<file path="src/hdl/pss_pkg.sv">
package pss_pkg;

    // request codes on the input channel
    typedef enum logic [1:0] {
        REQ_NEEDLE = 2'd0,
        REQ_HAY    = 2'd1,
        REQ_SEARCH = 2'd2
    } t_req;

    typedef logic [7:0] t_byte;
    typedef logic [7:0] t_off;
    typedef logic [8:0] t_len;

    localparam t_byte SEP_SLASH  = 8'h2F;
    localparam t_byte SEP_BSLASH = 8'h5C;
    localparam t_byte CHR_UP_A   = 8'h41;
    localparam t_byte CHR_UP_Z   = 8'h5A;
    localparam t_byte CASE_BIT   = 8'h20;

    typedef enum logic [2:0] {
        ST_IDLE,
        ST_STEP,
        ST_EVAL,
        ST_SKIP_RD,
        ST_SKIP_EV,
        ST_HIT,
        ST_MISS
    } t_state;

    // controller to datapath
    typedef struct packed {
        logic app_needle;
        logic app_hay;
        logic init;
        logic next_start;
        logic pair_step;
        logic skip_enter;
        logic skip_step;
        logic load_hit;
        logic load_miss;
    } t_cmd;

    // datapath to controller
    typedef struct packed {
        logic needle_empty;
        logic hay_empty;
        logic in_range;
        logic needle_done;
        logic pair_sep;
        logic pair_eq;
        logic has_next;
        logic skip_more;
        logic out_free;
    } t_stat;

    function automatic logic is_sep(input t_byte b);
        return (b == SEP_SLASH) || (b == SEP_BSLASH);
    endfunction

    function automatic t_byte fold_case(input t_byte b);
        if (b inside {[CHR_UP_A:CHR_UP_Z]}) begin
            return b | CASE_BIT;
        end
        return b;
    endfunction

endpackage

</file>
<file path="src/hdl/pss_ifs.sv">
interface pss_req_if;
    logic       valid;
    logic       ready;
    logic [1:0] req_type;
    logic [7:0] char_byte;

    modport source (output valid, output req_type, output char_byte, input ready);
    modport sink   (input valid, input req_type, input char_byte, output ready);
endinterface

interface pss_res_if;
    logic       valid;
    logic       ready;
    logic       found;
    logic [7:0] match_offset;
    logic [8:0] match_length;
    logic       overflow;

    modport source (output valid, output found, output match_offset,
                    output match_length, output overflow, input ready);
    modport sink   (input valid, input found, input match_offset,
                    input match_length, input overflow, output ready);
endinterface

</file>
<file path="src/hdl/path_substring_search_core.sv">
// channel   | dir | payload                                      | handshake
// ----------+-----+----------------------------------------------+-----------
// i_req     | in  | req_type[1:0], char_byte[7:0]                | valid/ready
// o_res     | out | found, match_offset[7:0], match_length[8:0], | valid/ready
//           |     | overflow                                     |
//
// appends are accepted back to back while the controller is idle
// a search walks the two stores through their single read ports: each
// compare or separator-run step has a read state, then a compare state
// (ST_STEP then ST_EVAL, ST_SKIP_RD then ST_SKIP_EV), and long separator
// runs are walked again from every start position
// synchronous active-low reset clears the counts, drop flag, scan pointers,
// result valid and controller; store contents are left as they are, only entries below the counts are read
// appends keep flowing while a result waits; a finished search holds until
// the result register is free
module path_substring_search_core #(
    parameter int NEEDLE_DEPTH   = 64,
    parameter int HAYSTACK_DEPTH = 256
) (
    input  logic      i_clk,
    input  logic      i_rst_n,
    pss_req_if.sink   i_req,
    pss_res_if.source o_res
);

    pss_pkg::t_cmd  w_cmd;
    pss_pkg::t_stat w_stat;
    logic           w_ready;

    // controller: sequences appends, start positions, compare and skip steps
    pss_ctrl u_ctrl (
        .i_clk      (i_clk),
        .i_rst_n    (i_rst_n),
        .i_valid    (i_req.valid),
        .i_req_type (i_req.req_type),
        .o_ready    (w_ready),
        .o_cmd      (w_cmd),
        .i_stat     (w_stat)
    );

    assign i_req.ready = w_ready;

    // datapath: byte stores, scan pointers, comparators and result register
    pss_dp #(
        .NEEDLE_DEPTH   (NEEDLE_DEPTH),
        .HAYSTACK_DEPTH (HAYSTACK_DEPTH)
    ) u_dp (
        .i_clk       (i_clk),
        .i_rst_n     (i_rst_n),
        .i_char_byte (i_req.char_byte),
        .i_cmd       (w_cmd),
        .o_stat      (w_stat),
        .o_res       (o_res)
    );

endmodule

</file>
<file path="src/hdl/pss_ram.sv">
module pss_ram #(
    parameter int WIDTH = 8,
    parameter int DEPTH = 64
) (
    input  logic                                   i_clk,
    input  logic                                   i_we,
    input  logic [((DEPTH > 1) ? $clog2(DEPTH) : 1)-1:0] i_waddr,
    input  logic [WIDTH-1:0]                       i_wdata,
    input  logic [((DEPTH > 1) ? $clog2(DEPTH) : 1)-1:0] i_raddr,
    output logic [WIDTH-1:0]                       o_rdata
);

    logic [WIDTH-1:0] r_mem [DEPTH];
    logic [WIDTH-1:0] r_rdata;

    always_ff @(posedge i_clk) begin
        if (i_we) begin
            r_mem[i_waddr] <= i_wdata;
        end
        r_rdata <= r_mem[i_raddr];
    end

    assign o_rdata = r_rdata;

endmodule

</file>
<file path="src/hdl/pss_ctrl.sv">
module pss_ctrl (
    input  logic           i_clk,
    input  logic           i_rst_n,
    input  logic           i_valid,
    input  logic [1:0]     i_req_type,
    output logic           o_ready,
    output pss_pkg::t_cmd  o_cmd,
    input  pss_pkg::t_stat i_stat
);

    pss_pkg::t_state r_state;
    pss_pkg::t_state n_state;

    always_ff @(posedge i_clk) begin
        if (!i_rst_n) begin
            r_state <= pss_pkg::ST_IDLE;
        end else begin
            r_state <= n_state;
        end
    end

    always_comb begin
        n_state = r_state;
        o_cmd   = '0;
        o_ready = 1'b0;
        case (r_state)
            pss_pkg::ST_IDLE: begin
                o_ready = 1'b1;
                if (i_valid) begin
                    case (pss_pkg::t_req'(i_req_type))
                        pss_pkg::REQ_NEEDLE: o_cmd.app_needle = 1'b1;
                        pss_pkg::REQ_HAY:    o_cmd.app_hay = 1'b1;
                        pss_pkg::REQ_SEARCH: begin
                            o_cmd.init = 1'b1;
                            if (i_stat.needle_empty) begin
                                n_state = pss_pkg::ST_HIT;
                            end else if (i_stat.hay_empty) begin
                                n_state = pss_pkg::ST_MISS;
                            end else begin
                                n_state = pss_pkg::ST_STEP;
                            end
                        end
                        default: ;
                    endcase
                end
            end
            pss_pkg::ST_STEP: begin
                if (i_stat.in_range) begin
                    n_state = pss_pkg::ST_EVAL;
                end else if (i_stat.needle_done) begin
                    n_state = pss_pkg::ST_HIT;
                end else if (i_stat.has_next) begin
                    o_cmd.next_start = 1'b1;
                end else begin
                    n_state = pss_pkg::ST_MISS;
                end
            end
            pss_pkg::ST_EVAL: begin
                if (i_stat.pair_sep) begin
                    o_cmd.skip_enter = 1'b1;
                    n_state = pss_pkg::ST_SKIP_RD;
                end else if (i_stat.pair_eq) begin
                    o_cmd.pair_step = 1'b1;
                    n_state = pss_pkg::ST_STEP;
                end else if (i_stat.has_next) begin
                    o_cmd.next_start = 1'b1;
                    n_state = pss_pkg::ST_STEP;
                end else begin
                    n_state = pss_pkg::ST_MISS;
                end
            end
            pss_pkg::ST_SKIP_RD: begin
                n_state = pss_pkg::ST_SKIP_EV;
            end
            pss_pkg::ST_SKIP_EV: begin
                o_cmd.skip_step = 1'b1;
                n_state = i_stat.skip_more ? pss_pkg::ST_SKIP_RD : pss_pkg::ST_STEP;
            end
            pss_pkg::ST_HIT: begin
                if (i_stat.out_free) begin
                    o_cmd.load_hit = 1'b1;
                    n_state = pss_pkg::ST_IDLE;
                end
            end
            pss_pkg::ST_MISS: begin
                if (i_stat.out_free) begin
                    o_cmd.load_miss = 1'b1;
                    n_state = pss_pkg::ST_IDLE;
                end
            end
            default: begin
                n_state = pss_pkg::ST_IDLE;
            end
        endcase
    end

endmodule

</file>
<file path="src/hdl/pss_dp.sv">
module pss_dp #(
    parameter int NEEDLE_DEPTH   = 64,
    parameter int HAYSTACK_DEPTH = 256
) (
    input  logic              i_clk,
    input  logic              i_rst_n,
    input  logic [7:0]        i_char_byte,
    input  pss_pkg::t_cmd     i_cmd,
    output pss_pkg::t_stat    o_stat,
    pss_res_if.source         o_res
);

    localparam int NAW = (NEEDLE_DEPTH > 1) ? $clog2(NEEDLE_DEPTH) : 1;
    localparam int NCW = $clog2(NEEDLE_DEPTH + 1);
    localparam int HAW = (HAYSTACK_DEPTH > 1) ? $clog2(HAYSTACK_DEPTH) : 1;
    localparam int HCW = $clog2(HAYSTACK_DEPTH + 1);
    localparam logic [NCW-1:0] N_FULL = NCW'(NEEDLE_DEPTH);
    localparam logic [HCW-1:0] H_FULL = HCW'(HAYSTACK_DEPTH);

    logic [NCW-1:0] r_ncnt;
    logic [HCW-1:0] r_hcnt;
    logic           r_drop;
    logic [HCW-1:0] r_s;
    logic [HCW-1:0] r_h;
    logic [NCW-1:0] r_n;
    logic           r_skip_h;
    logic           r_skip_n;

    logic           r_out_valid;
    logic           r_found;
    pss_pkg::t_off  r_off;
    pss_pkg::t_len  r_len;
    logic           r_ovf;

    pss_pkg::t_byte w_nb;
    pss_pkg::t_byte w_hb;
    logic           w_n_we;
    logic           w_h_we;
    logic [HCW-1:0] w_s_next;
    logic           w_h_in;
    logic           w_n_in;
    logic           w_hs;
    logic           w_ns;

    assign w_n_we = i_cmd.app_needle && (r_ncnt < N_FULL);
    assign w_h_we = i_cmd.app_hay && (r_hcnt < H_FULL);

    pss_ram #(.WIDTH(8), .DEPTH(NEEDLE_DEPTH)) u_needle_ram (
        .i_clk   (i_clk),
        .i_we    (w_n_we),
        .i_waddr (r_ncnt[NAW-1:0]),
        .i_wdata (i_char_byte),
        .i_raddr (r_n[NAW-1:0]),
        .o_rdata (w_nb)
    );

    pss_ram #(.WIDTH(8), .DEPTH(HAYSTACK_DEPTH)) u_hay_ram (
        .i_clk   (i_clk),
        .i_we    (w_h_we),
        .i_waddr (r_hcnt[HAW-1:0]),
        .i_wdata (i_char_byte),
        .i_raddr (r_h[HAW-1:0]),
        .o_rdata (w_hb)
    );

    assign w_s_next = r_s + HCW'(1);
    assign w_h_in   = r_h < r_hcnt;
    assign w_n_in   = r_n < r_ncnt;
    // separator run continues on each side while still inside its store
    assign w_hs     = r_skip_h && w_h_in && pss_pkg::is_sep(w_hb);
    assign w_ns     = r_skip_n && w_n_in && pss_pkg::is_sep(w_nb);

    always_comb begin
        o_stat.needle_empty = (r_ncnt == '0);
        o_stat.hay_empty    = (r_hcnt == '0);
        o_stat.in_range     = w_h_in && w_n_in;
        o_stat.needle_done  = (r_n == r_ncnt);
        o_stat.pair_sep     = pss_pkg::is_sep(w_hb) && pss_pkg::is_sep(w_nb);
        o_stat.pair_eq      = pss_pkg::fold_case(w_hb) == pss_pkg::fold_case(w_nb);
        o_stat.has_next     = w_s_next < r_hcnt;
        o_stat.skip_more    = w_hs || w_ns;
        o_stat.out_free     = !r_out_valid || o_res.ready;
    end

    // store fill counts and drop flag
    always_ff @(posedge i_clk) begin
        if (!i_rst_n) begin
            r_ncnt <= '0;
            r_hcnt <= '0;
            r_drop <= 1'b0;
        end else if (i_cmd.load_hit || i_cmd.load_miss) begin
            r_ncnt <= '0;
            r_hcnt <= '0;
            r_drop <= 1'b0;
        end else begin
            if (w_n_we) begin
                r_ncnt <= r_ncnt + NCW'(1);
            end
            if (w_h_we) begin
                r_hcnt <= r_hcnt + HCW'(1);
            end
            if ((i_cmd.app_needle && !w_n_we) || (i_cmd.app_hay && !w_h_we)) begin
                r_drop <= 1'b1;
            end
        end
    end

    // scan pointers
    always_ff @(posedge i_clk) begin
        if (!i_rst_n) begin
            r_s      <= '0;
            r_h      <= '0;
            r_n      <= '0;
            r_skip_h <= 1'b0;
            r_skip_n <= 1'b0;
        end else if (i_cmd.init) begin
            r_s <= '0;
            r_h <= '0;
            r_n <= '0;
        end else if (i_cmd.next_start) begin
            r_s <= w_s_next;
            r_h <= w_s_next;
            r_n <= '0;
        end else if (i_cmd.pair_step) begin
            r_h <= r_h + HCW'(1);
            r_n <= r_n + NCW'(1);
        end else if (i_cmd.skip_enter) begin
            r_h      <= r_h + HCW'(1);
            r_n      <= r_n + NCW'(1);
            r_skip_h <= 1'b1;
            r_skip_n <= 1'b1;
        end else if (i_cmd.skip_step) begin
            r_h      <= r_h + HCW'(w_hs);
            r_n      <= r_n + NCW'(w_ns);
            r_skip_h <= w_hs;
            r_skip_n <= w_ns;
        end
    end

    // result register
    always_ff @(posedge i_clk) begin
        if (!i_rst_n) begin
            r_out_valid <= 1'b0;
        end else if (i_cmd.load_hit || i_cmd.load_miss) begin
            r_out_valid <= 1'b1;
        end else if (o_res.ready) begin
            r_out_valid <= 1'b0;
        end
    end

    always_ff @(posedge i_clk) begin
        if (i_cmd.load_hit) begin
            r_found <= 1'b1;
            r_off   <= pss_pkg::t_off'(r_s);
            r_len   <= pss_pkg::t_len'(r_h - r_s);
            r_ovf   <= r_drop;
        end else if (i_cmd.load_miss) begin
            r_found <= 1'b0;
            r_off   <= '0;
            r_len   <= '0;
            r_ovf   <= r_drop;
        end
    end

    assign o_res.valid        = r_out_valid;
    assign o_res.found        = r_found;
    assign o_res.match_offset = r_off;
    assign o_res.match_length = r_len;
    assign o_res.overflow     = r_ovf;

    a_cnt_bound: assert property (@(posedge i_clk) disable iff (!i_rst_n)
        (r_ncnt <= N_FULL) && (r_hcnt <= H_FULL))
        else $error("store count beyond depth");

    a_hit_whole: assert property (@(posedge i_clk) disable iff (!i_rst_n)
        i_cmd.load_hit |-> (r_n == r_ncnt))
        else $error("hit with needle not fully consumed");

    a_hit_len: assert property (@(posedge i_clk) disable iff (!i_rst_n)
        (i_cmd.load_hit && (r_ncnt != '0)) |-> (r_h > r_s))
        else $error("non-empty needle matched zero haystack bytes");

    a_load_free: assert property (@(posedge i_clk) disable iff (!i_rst_n)
        (i_cmd.load_hit || i_cmd.load_miss) |-> (!r_out_valid || o_res.ready))
        else $error("result loaded over an untaken result");

    a_load_clear: assert property (@(posedge i_clk) disable iff (!i_rst_n)
        (i_cmd.load_hit || i_cmd.load_miss) |=>
            (r_out_valid && (r_ncnt == '0) && (r_hcnt == '0) && !r_drop))
        else $error("stores not cleared after search");

endmodule

</file>
<file path="src/flat_wrapper.sv">
// flat-port wrapper written by rule: the top's interface ports become plain ports
module path_substring_search_core_flat 
#(
    parameter int NEEDLE_DEPTH   = 64,
    parameter int HAYSTACK_DEPTH = 256
)
  (i_clk, i_rst_n, i_req_valid, i_req_req_type, i_req_char_byte, i_req_ready, o_res_valid, o_res_found, o_res_match_offset, o_res_match_length, o_res_overflow, o_res_ready);
  pss_req_if i_req_i ();
  pss_res_if o_res_i ();
  input  logic i_clk;
  input  logic i_rst_n;
  input wire logic [$bits(i_req_i.valid)-1:0] i_req_valid;
  input wire logic [$bits(i_req_i.req_type)-1:0] i_req_req_type;
  input wire logic [$bits(i_req_i.char_byte)-1:0] i_req_char_byte;
  output wire logic [$bits(i_req_i.ready)-1:0] i_req_ready;
  output wire logic [$bits(o_res_i.valid)-1:0] o_res_valid;
  output wire logic [$bits(o_res_i.found)-1:0] o_res_found;
  output wire logic [$bits(o_res_i.match_offset)-1:0] o_res_match_offset;
  output wire logic [$bits(o_res_i.match_length)-1:0] o_res_match_length;
  output wire logic [$bits(o_res_i.overflow)-1:0] o_res_overflow;
  input wire logic [$bits(o_res_i.ready)-1:0] o_res_ready;
  assign i_req_i.valid = i_req_valid;
  assign i_req_i.req_type = i_req_req_type;
  assign i_req_i.char_byte = i_req_char_byte;
  assign i_req_ready = i_req_i.ready;
  assign o_res_valid = o_res_i.valid;
  assign o_res_found = o_res_i.found;
  assign o_res_match_offset = o_res_i.match_offset;
  assign o_res_match_length = o_res_i.match_length;
  assign o_res_overflow = o_res_i.overflow;
  assign o_res_i.ready = o_res_ready;
  path_substring_search_core #(.NEEDLE_DEPTH(NEEDLE_DEPTH), .HAYSTACK_DEPTH(HAYSTACK_DEPTH)) u_core (.i_clk(i_clk), .i_rst_n(i_rst_n), .i_req(i_req_i), .o_res(o_res_i));
endmodule
</file>
<file path="config.mk">
export PLATFORM = sky130hd
export DESIGN_NAME = path_substring_search_core_flat
export DESIGN_NICKNAME = d
export VERILOG_FILES = /design/src/hdl/pss_pkg.sv /design/src/hdl/pss_ifs.sv /design/src/hdl/path_substring_search_core.sv /design/src/hdl/pss_ram.sv /design/src/hdl/pss_ctrl.sv /design/src/hdl/pss_dp.sv /design/src/flat_wrapper.sv
export SDC_FILE = /design/constraint.sdc
export NUM_CORES = 2
export LEC_CHECK = 0
export BUFFER_PORTS_ARGS = -buffer_cell sky130_fd_sc_hd__buf_2
export CAP_MARGIN = 25
export CELL_PAD_IN_SITES_DETAIL_PLACEMENT = 1
export CELL_PAD_IN_SITES_GLOBAL_PLACEMENT = 2
export CORE_MARGIN = 2
export CORE_UTILIZATION = 30
export CTS_BUF_LIST = sky130_fd_sc_hd__clkbuf_4 sky130_fd_sc_hd__clkbuf_8 sky130_fd_sc_hd__clkbuf_16
export DETAILED_ROUTE_END_ITERATION = 12
export PLACE_DENSITY_LB_ADDON = 0.1
export RECOVER_POWER = 50
export SLEW_MARGIN = 20
export SYNTH_ARGS = -nofsm -noshare
export SYNTH_HDL_FRONTEND = slang
export SYNTH_SLANG_ARGS = --single-unit
</file>
<file path="constraint.sdc">
create_clock -name i_clk -period 3.3 [get_ports i_clk]
set_input_delay 0.165 -clock i_clk [delete_from_list [all_inputs] [get_ports i_clk]]
set_output_delay 0.165 -clock i_clk [all_outputs]
set_load 0.005 [all_outputs]
</file>
# After elaboration in Yosys (flattened, before gate mapping)
# Memory sizes are Yosys's and may differ from the RTL's. A register that Yosys moved wholly into a read port is not among the register bits.
# Cells that the tools add are included.
dict set report totals {
  n_memories 2
  elab_cells 152
  latch_bits 0
  rom_bits 0
  mem_bits_rw 2560
  output_inout_bits 21
  input_bits 14
  regBits 67
}
# memory words word_bits rd rd_clocked_by_memory_dff wr line_no
set memory_table {}
lappend memory_table {u_core.u_dp.u_hay_ram.r_mem 256 8 1 1 1 pss_ram.sv:13} ;# logic [WIDTH-1:0] r_mem [DEPTH];
lappend memory_table {u_core.u_dp.u_needle_ram.r_mem 64 8 1 1 1 pss_ram.sv:13}
dict set report classes {
  n_lt_le_gt_ge 9
  div_mod_pow 0
  bitwise 4
  muxes 61
  n_shift 0
  multipliers 0
  n_eq_ne 18
  n_reduce_logical 36
  n_addsub 8
}
# cell n
set op_table {}
lappend op_table {{$mux W9} 6}
lappend op_table {{$mux W8} 6}
lappend op_table {{$mux W3} 13}
lappend op_table {{$mux W1} 28}
lappend op_table {{$add A9 B1 Y9 const B} 3}
lappend op_table {{$mux W7} 3}
lappend op_table {{$lt A9 B9 Y1} 2}
lappend op_table {{$pmux W3 S6} 1}
lappend op_table {{$eq A8 B6 Y1 const B} 2}
lappend op_table {{$eq A8 B7 Y1 const B} 2}
lappend op_table {{$ge A8 B7 Y1 const B} 2}
lappend op_table {{$le A8 B7 Y1 const B} 2}
lappend op_table {{$add A7 B1 Y7 const B} 2}
lappend op_table {{$logic_and A1 B1 Y1} 12}
lappend op_table {{$add A9 B1 Y9} 1}
lappend op_table {{$eq A3 B3 Y1 const B} 3}
lappend op_table {{$logic_not A9 Y1} 1}
lappend op_table {{$lt A9 B9 Y1 const B} 1}
lappend op_table {{$sub A9 B9 Y9} 1}
lappend op_table {{$eq A8 B8 Y1} 1}
lappend op_table {{$reduce_and A4 Y1} 2}
lappend op_table {{$add A7 B1 Y7} 1}
lappend op_table {{$eq A7 B7 Y1} 1}
lappend op_table {{$logic_not A7 Y1} 1}
lappend op_table {{other kinds (21)} 39}

# Longest topological paths before layout
dict set report depth {
  ltp_word 11
  ltp_mapped 18
  mapped_depth_nobuf 15
}

# Hierarchy
# Synthesis repeated with hierarchy kept, for this count alone.
dict set report hier_totals {
  hier_cells 5187
  hier_area_um2 104188.7
}
# module cells_each seq_area_each_um2 instances area_each_um2
set modules_own_cells {}
lappend modules_own_cells {{pss_ram at u_core.u_dp.u_hay_ram} 3733 61659.1 1 79556.3}
lappend modules_own_cells {{pss_ram at u_core.u_dp.u_needle_ram} 940 15534.9 1 20166.8}
lappend modules_own_cells {pss_dp 458 1461.4 1 4060.1}
lappend modules_own_cells {pss_ctrl 56 60.1 1 405.4}

# Worst setup path after synthesis
# Ideal clock, no wire load.
dict set report synth_timing {
  kind {register to register}
  startpoint {register u_core.u_dp.r_h[0]}
  endpoint {register u_core.u_dp.r_len[8] (netlist: u_core.u_dp.o_res.match_length[8]) (data pin)}
  path_stages_with_launch 16
  setup_ps 266
  arrival_ps 3136
  n_path_buf 4
  slack_ps -102
  synth_period_minus_slack_ps 3402
  required_time_ps 3034
  cell_sequence {dfxtp_1 > clkbuf_1 > clkbuf_1 > buf_2 > clkbuf_1 > inv_1 > ha_1 > fa_1 > nor2b_1 > o21ai_0 > a21boi_0 > o21ai_0 > a21oi_1 > o21a_1 > o21ai_0 > nor3b_1}
}
dict set report synth_via {
  elab_chain_len 2
}
# element line_no
set synth_rtl {}
lappend synth_rtl {{start: declaration} pss_dp.sv:24} ;# logic [HCW-1:0] r_h;
lappend synth_rtl {{start signal: assignment} pss_dp.sv:122} ;# r_h <= w_s_next;
lappend synth_rtl {{start signal: assignment} pss_dp.sv:125} ;# r_h <= r_h + HCW'(1);
lappend synth_rtl {{start signal: assignment} pss_dp.sv:128} ;# r_h <= r_h + HCW'(1);
lappend synth_rtl {{$sub A9 B9 Y9} pss_dp.sv:155} ;# r_len <= pss_pkg::t_len'(r_h - r_s);
lappend synth_rtl {{$mux W9} pss_dp.sv:152} ;# if (i_cmd.load_hit) begin
lappend synth_rtl {{end signal: assignment} pss_dp.sv:155}
lappend synth_rtl {{end: declaration} pss_dp.sv:32} ;# pss_pkg::t_len r_len;
# No other way between the ends.
# A chain may end at the register's enable or synchronous reset.

# Worst setup path after layout
dict set report layout_timing {
  startpoint {register u_core.u_dp.r_s[1]}
  endpoint {register u_core.u_dp.r_h[7]}
}
dict set report layout_via {
  elab_chain_len 7
  word_cells_on_any_way 10
  classes_between {1 x add/sub; 1 x order compare; 7 x mux; 1 x reduce/logical}
}
# element line_no
set layout_rtl {}
lappend layout_rtl {{start: declaration} pss_dp.sv:23} ;# logic [HCW-1:0] r_s;
lappend layout_rtl {{start signal: assignment} pss_dp.sv:121} ;# r_s <= w_s_next;
lappend layout_rtl {{$add A9 B1 Y9 (*)} pss_dp.sv:66} ;# assign w_s_next = r_s + HCW'(1);
lappend layout_rtl {{named net u_core.u_dp.w_s_next[8]} pss_dp.sv:39} ;# logic [HCW-1:0] w_s_next;
lappend layout_rtl {{$lt A9 B9 Y1 (*)} pss_dp.sv:80} ;# o_stat.has_next = w_s_next < r_hcnt;
lappend layout_rtl {{$mux W1 (*)} {pss_ctrl.sv:52, pss_ctrl.sv:65}}
lappend layout_rtl {{$mux W1, on equally long branches} {pss_ctrl.sv:62, pss_ctrl.sv:50}}
lappend layout_rtl {{$mux W2 / $mux W1 (equally long branches)} {pss_ctrl.sv:59, pss_ctrl.sv:48}}
lappend layout_rtl {{$pmux W1 S2 (*)} pss_ctrl.sv:26} ;# case (r_state)
lappend layout_rtl {{$reduce_bool A4 Y1 (no source line) / $mux W9 (equally long branches)} --}
# Mark *: on every way through the listed nets, which the timed path passes. The rest lies on a longest branch.

==> reports/metrics.csv <==
stage,metric,value,unit
synth,synthDistinctLibCells,56,
clocking,clkTransAtPathRegs,0.06,ns
floorplanning,row_count,215,
layout,fin_area,0.125,mm2
critical_path,cp.required,4.13,ns
floorplanning,die_w,590,um
synth,yosysMostFrequentCell,edfxtp_1,
placement,portBuffers,34,
drt,route.detailed.drc,0,
clocking,clk_latency,0.91,ns
drt,vias_per_cell,4.91,
power,p_leak,0.0388,uW
critical_path,cp.arrival,4.11,ns
timing,worst_pin_slew,2.89,ns
floorplanning,die-area,0.349,mm2
floorplanning,die_y,590,um
synth,synth_edf_count,2578,
critical_path,crit_path_start_kind,flop,
clocking,clock-sinks,2643,
grt,track_usage,17.6,%
drt,dr_total_vias,50700,
critical_path,critical_path_class,reg2reg,
synth,synth_commonest_cells,"edfxtp_1, mux4_2, nor2_1",
clocking,clock_path_buffers,4,
critical_path,rr_worst_depth,16,
outcome,violations,"capacitance limit, slew limit",
synth,syn-num-nets,4751,
timing,finalClockSkew,0.0619,ns
floorplanning,core_area,0.343,mm2
timing,period_share,99.4,%
worst_hold_path,holdCritPathClass,in2reg,
placement,place_area,0.115,mm2
timing,setup_viol,0,
synth,synth_area,0.103,mm2
synth,yosysTopAreaCellShare,75.0,%
timing,slew_violations,628,
critical_path,r2r_start,u_core.u_dp.r_s[1],
synth,avgSynthCellArea,22.0,um2
floorplanning,ios,35,
synth,yosysTopAreaCell,edfxtp_1,
layout,final_core_util,36.6,%
critical_path,critPathCapture,u_core.u_dp.r_h[7],
timing,hold_viol,0,
critical_path,crit_fanout,7,
grt,grt_max_degree,135,
layout,fill_cells,33200,
flow_run,cap_violations,8,
layout,syn_to_final_growth,21.4,%
timing,slew_headroom,-92.7,%
drt,routedWlPerCell,29.8,um
drt,drt_pass1_iterations,7,
synth,ys_seq_area_share,76.3,%
drt,ant_nets,0,
clocking,cts_inserted_buffers,311,
synth,yosys-top-cells-area,"edfxtp_1, mux4_2, nor2_1",
synth,ys_seq_elements,2643,
critical_path,startpoint,u_core.u_dp.r_s[1],
grt,grt_antenna_before_repair,28,
timing,max_freq,0.305,GHz
clocking,clockRootBuffer,clkbuf_16,
grt,grt_pass1_wl,437000,um
power,power_density,583,mW/mm2
timing,layout_min_cycle_time,3.28,ns
outcome,status,"complete, but fails checks",
critical_path,end_kind,flop,
synth,syn_inst,4692,
power,finalPower,73000,uW
power,peakVddDrop,0.388,mV
layout,nNetsFinal,5590,
synth,ys_warn_count,0,
critical_path,rrSetupSlack,0.02,ns
synth,async_reset_ff_share,0,%
placement,dp_hpwl,196000,um
timing,rsz0062_at_grt,true,
drt,drtIter0Drc,4262,
grt,first_global_vias,54700,
critical_path,worstReg2RegEnd,u_core.u_dp.r_h[7],
timing,hold_ws,0.124,ns
grt,overflow,0,
drt,wirelength,308000,um
clocking,htree_levels,5,
placement,gp_congestion,0.744,
floorplanning,start_util,30.1,%
synth,ys.flop_type,edfxtp_1,
layout,layout-drive-gt1-share,37.1,%
clocking,cts_tree,built,
-- worst min path at each step --
stage / from / cells past startpoint / slack (ns) / to
floorplan: i_req_char_byte[0] / 0 / 0.26 / u_core.u_dp.u_hay_ram.r_mem[0][0]
global placement: u_core.u_dp.o_res.found / 2 / 0.43 / u_core.u_dp.o_res.found
detailed placement: u_core.u_dp.r_drop / 0 / 0.43 / u_core.u_dp.o_res.overflow
CTS: i_rst_n / 3 / 0.05 / u_core.u_ctrl.r_state[2]
global route: i_rst_n / 3 / 0.11 / u_core.u_ctrl.r_state[2]
finish: i_rst_n / 3 / 0.12 / u_core.u_ctrl.r_state[2]
-- logic make-up after synthesis --
group	share of synthesized area, %
simple gates	2.62
fa+ha+maj	0.553
mux	17.7
compound gates	1.44
flops	76.3
buf+inv	1.14
xor+xnor	0.289
-- flip-flops by register name, summed over array words and instances (netlist names) --
signal                            count
u_core.u_dp.r_ncnt                    7
u_core.u_dp.r_s                       9
u_core.u_dp.r_hcnt                    9
u_core.u_dp.r_drop                    1
u_core.u_dp.u_hay_ram.o_rdata         8
u_core.u_dp.o_res.match_offset        8
u_core.u_dp.u_needle_ram.o_rdata      8
u_core.u_dp.r_skip_n                  1
u_core.u_dp.u_needle_ram.r_mem      512
u_core.u_dp.r_n                       7
u_core.u_dp.r_skip_h                  1
u_core.u_dp.o_res.found               1
u_core.u_dp.o_res.overflow            1
u_core.u_ctrl.r_state                 3
u_core.u_dp.o_res.valid               1
u_core.u_dp.o_res.match_length        9
u_core.u_dp.u_hay_ram.r_mem        2048
u_core.u_dp.r_h                       9
-- critical path, cell delays in order (launching register included) --
cell and delay [ns]:
dfxtp_2 0.35, ha_4 0.16, nand3_4 0.08, or3_4 0.42
nor3_4 0.12, buf_4 0.14, xor2_2 0.17, ha_1 0.28
a21oi_2 0.13, o21ai_1 0.08, buf_4 0.15, a2111oi_4 0.43
buf_6 0.20, buf_12 0.12, o21a_1 0.15, a31oi_2 0.05
o22ai_1 0.16
-- power by group --
part	leakage (uW)	internal (uW)	total [uW]	switching [uW]
registers	0.0237	37000	37100	121
clock network	0.00493	19600	33500	13900
logic	0.0101	643	2400	1760
total	0.0388	57300	73000	15700
-- stage by stage --
stage	setup slack, ns	cells	TNS, ns
3_3_place_gp	-0.297	9701	-5.96
6_report	0.0206	10300	0
3_5_place_dp	-0.312	9702	-6.32
2_1_floorplan	0.0328	4692	0
4_1_cts	0.00179	10300	0
5_1_grt	-0.0895	10300	-3.81
-- cell usage in the layout (no fill, tap or decap), types with 12 or more instances in the layout --
cell type         n
mux4_2          808
clkbuf_1         24
xnor2_1          23
and3_1           12
edfxtp_1       2578
nand2_2          21
clkbuf_16       321
a31oi_1          13
clkinv_1         70
nor3_1           18
nand2_1          80
dfxtp_1          55
buf_16           12
nand3_1          44
buf_4           601
clkbuf_2         24
clkbuf_4         86
clkinv_2         40
a21oi_1          37
buf_12           72
a22oi_1          25
a22o_1           14
a22oi_2          13
nor2_1          376
buf_2            13
dlygate4sd3_1    15
inv_1            43
bufinv_16        15
o21ai_0          36
ha_1             43
-- what timing repair did --
| item | in CTS | in global routing |
|---|---|---|
| resized for setup | 31 | 68 |
| endpoints found under the setup margin | 62 | 192 |
| hold buffers | 15 | 0 |
| buffers inserted | 4 | 48 |
| pin swaps | 3 | 15 |
| gates cloned | 4 | 2 |
| endpoints found under the hold margin | 878 | 0 |
-- area by class of cell --
| cell class | count | area, um2 | area share, % |
|---|---|---|---|
| Tap cell | 4557 | 5700 | 4.55 |
| Timing Repair Buffer | 788 | 7100 | 5.67 |
| Antenna cell | 3 | 7.51 | 0.00599 |
| Inverter | 45 | 169 | 0.135 |
| Sequential cell | 2643 | 78700 | 62.9 |
| Clock inverter | 154 | 1260 | 1.00 |
| Clock buffer | 402 | 8620 | 6.88 |
| Multi-Input combinational cell | 1742 | 23700 | 18.9 |
-- routing by layer --
metal	GRT usage, %	wire length, um	vias to the layer above
met4	3.25	5180	0
met1	25.4	142000	27900
li1	-	-	21500
met2	28.7	149000	1045
met3	2.40	12600	317
met5	0	0	-
Note: power is estimated with default switching activity, not from simulation.
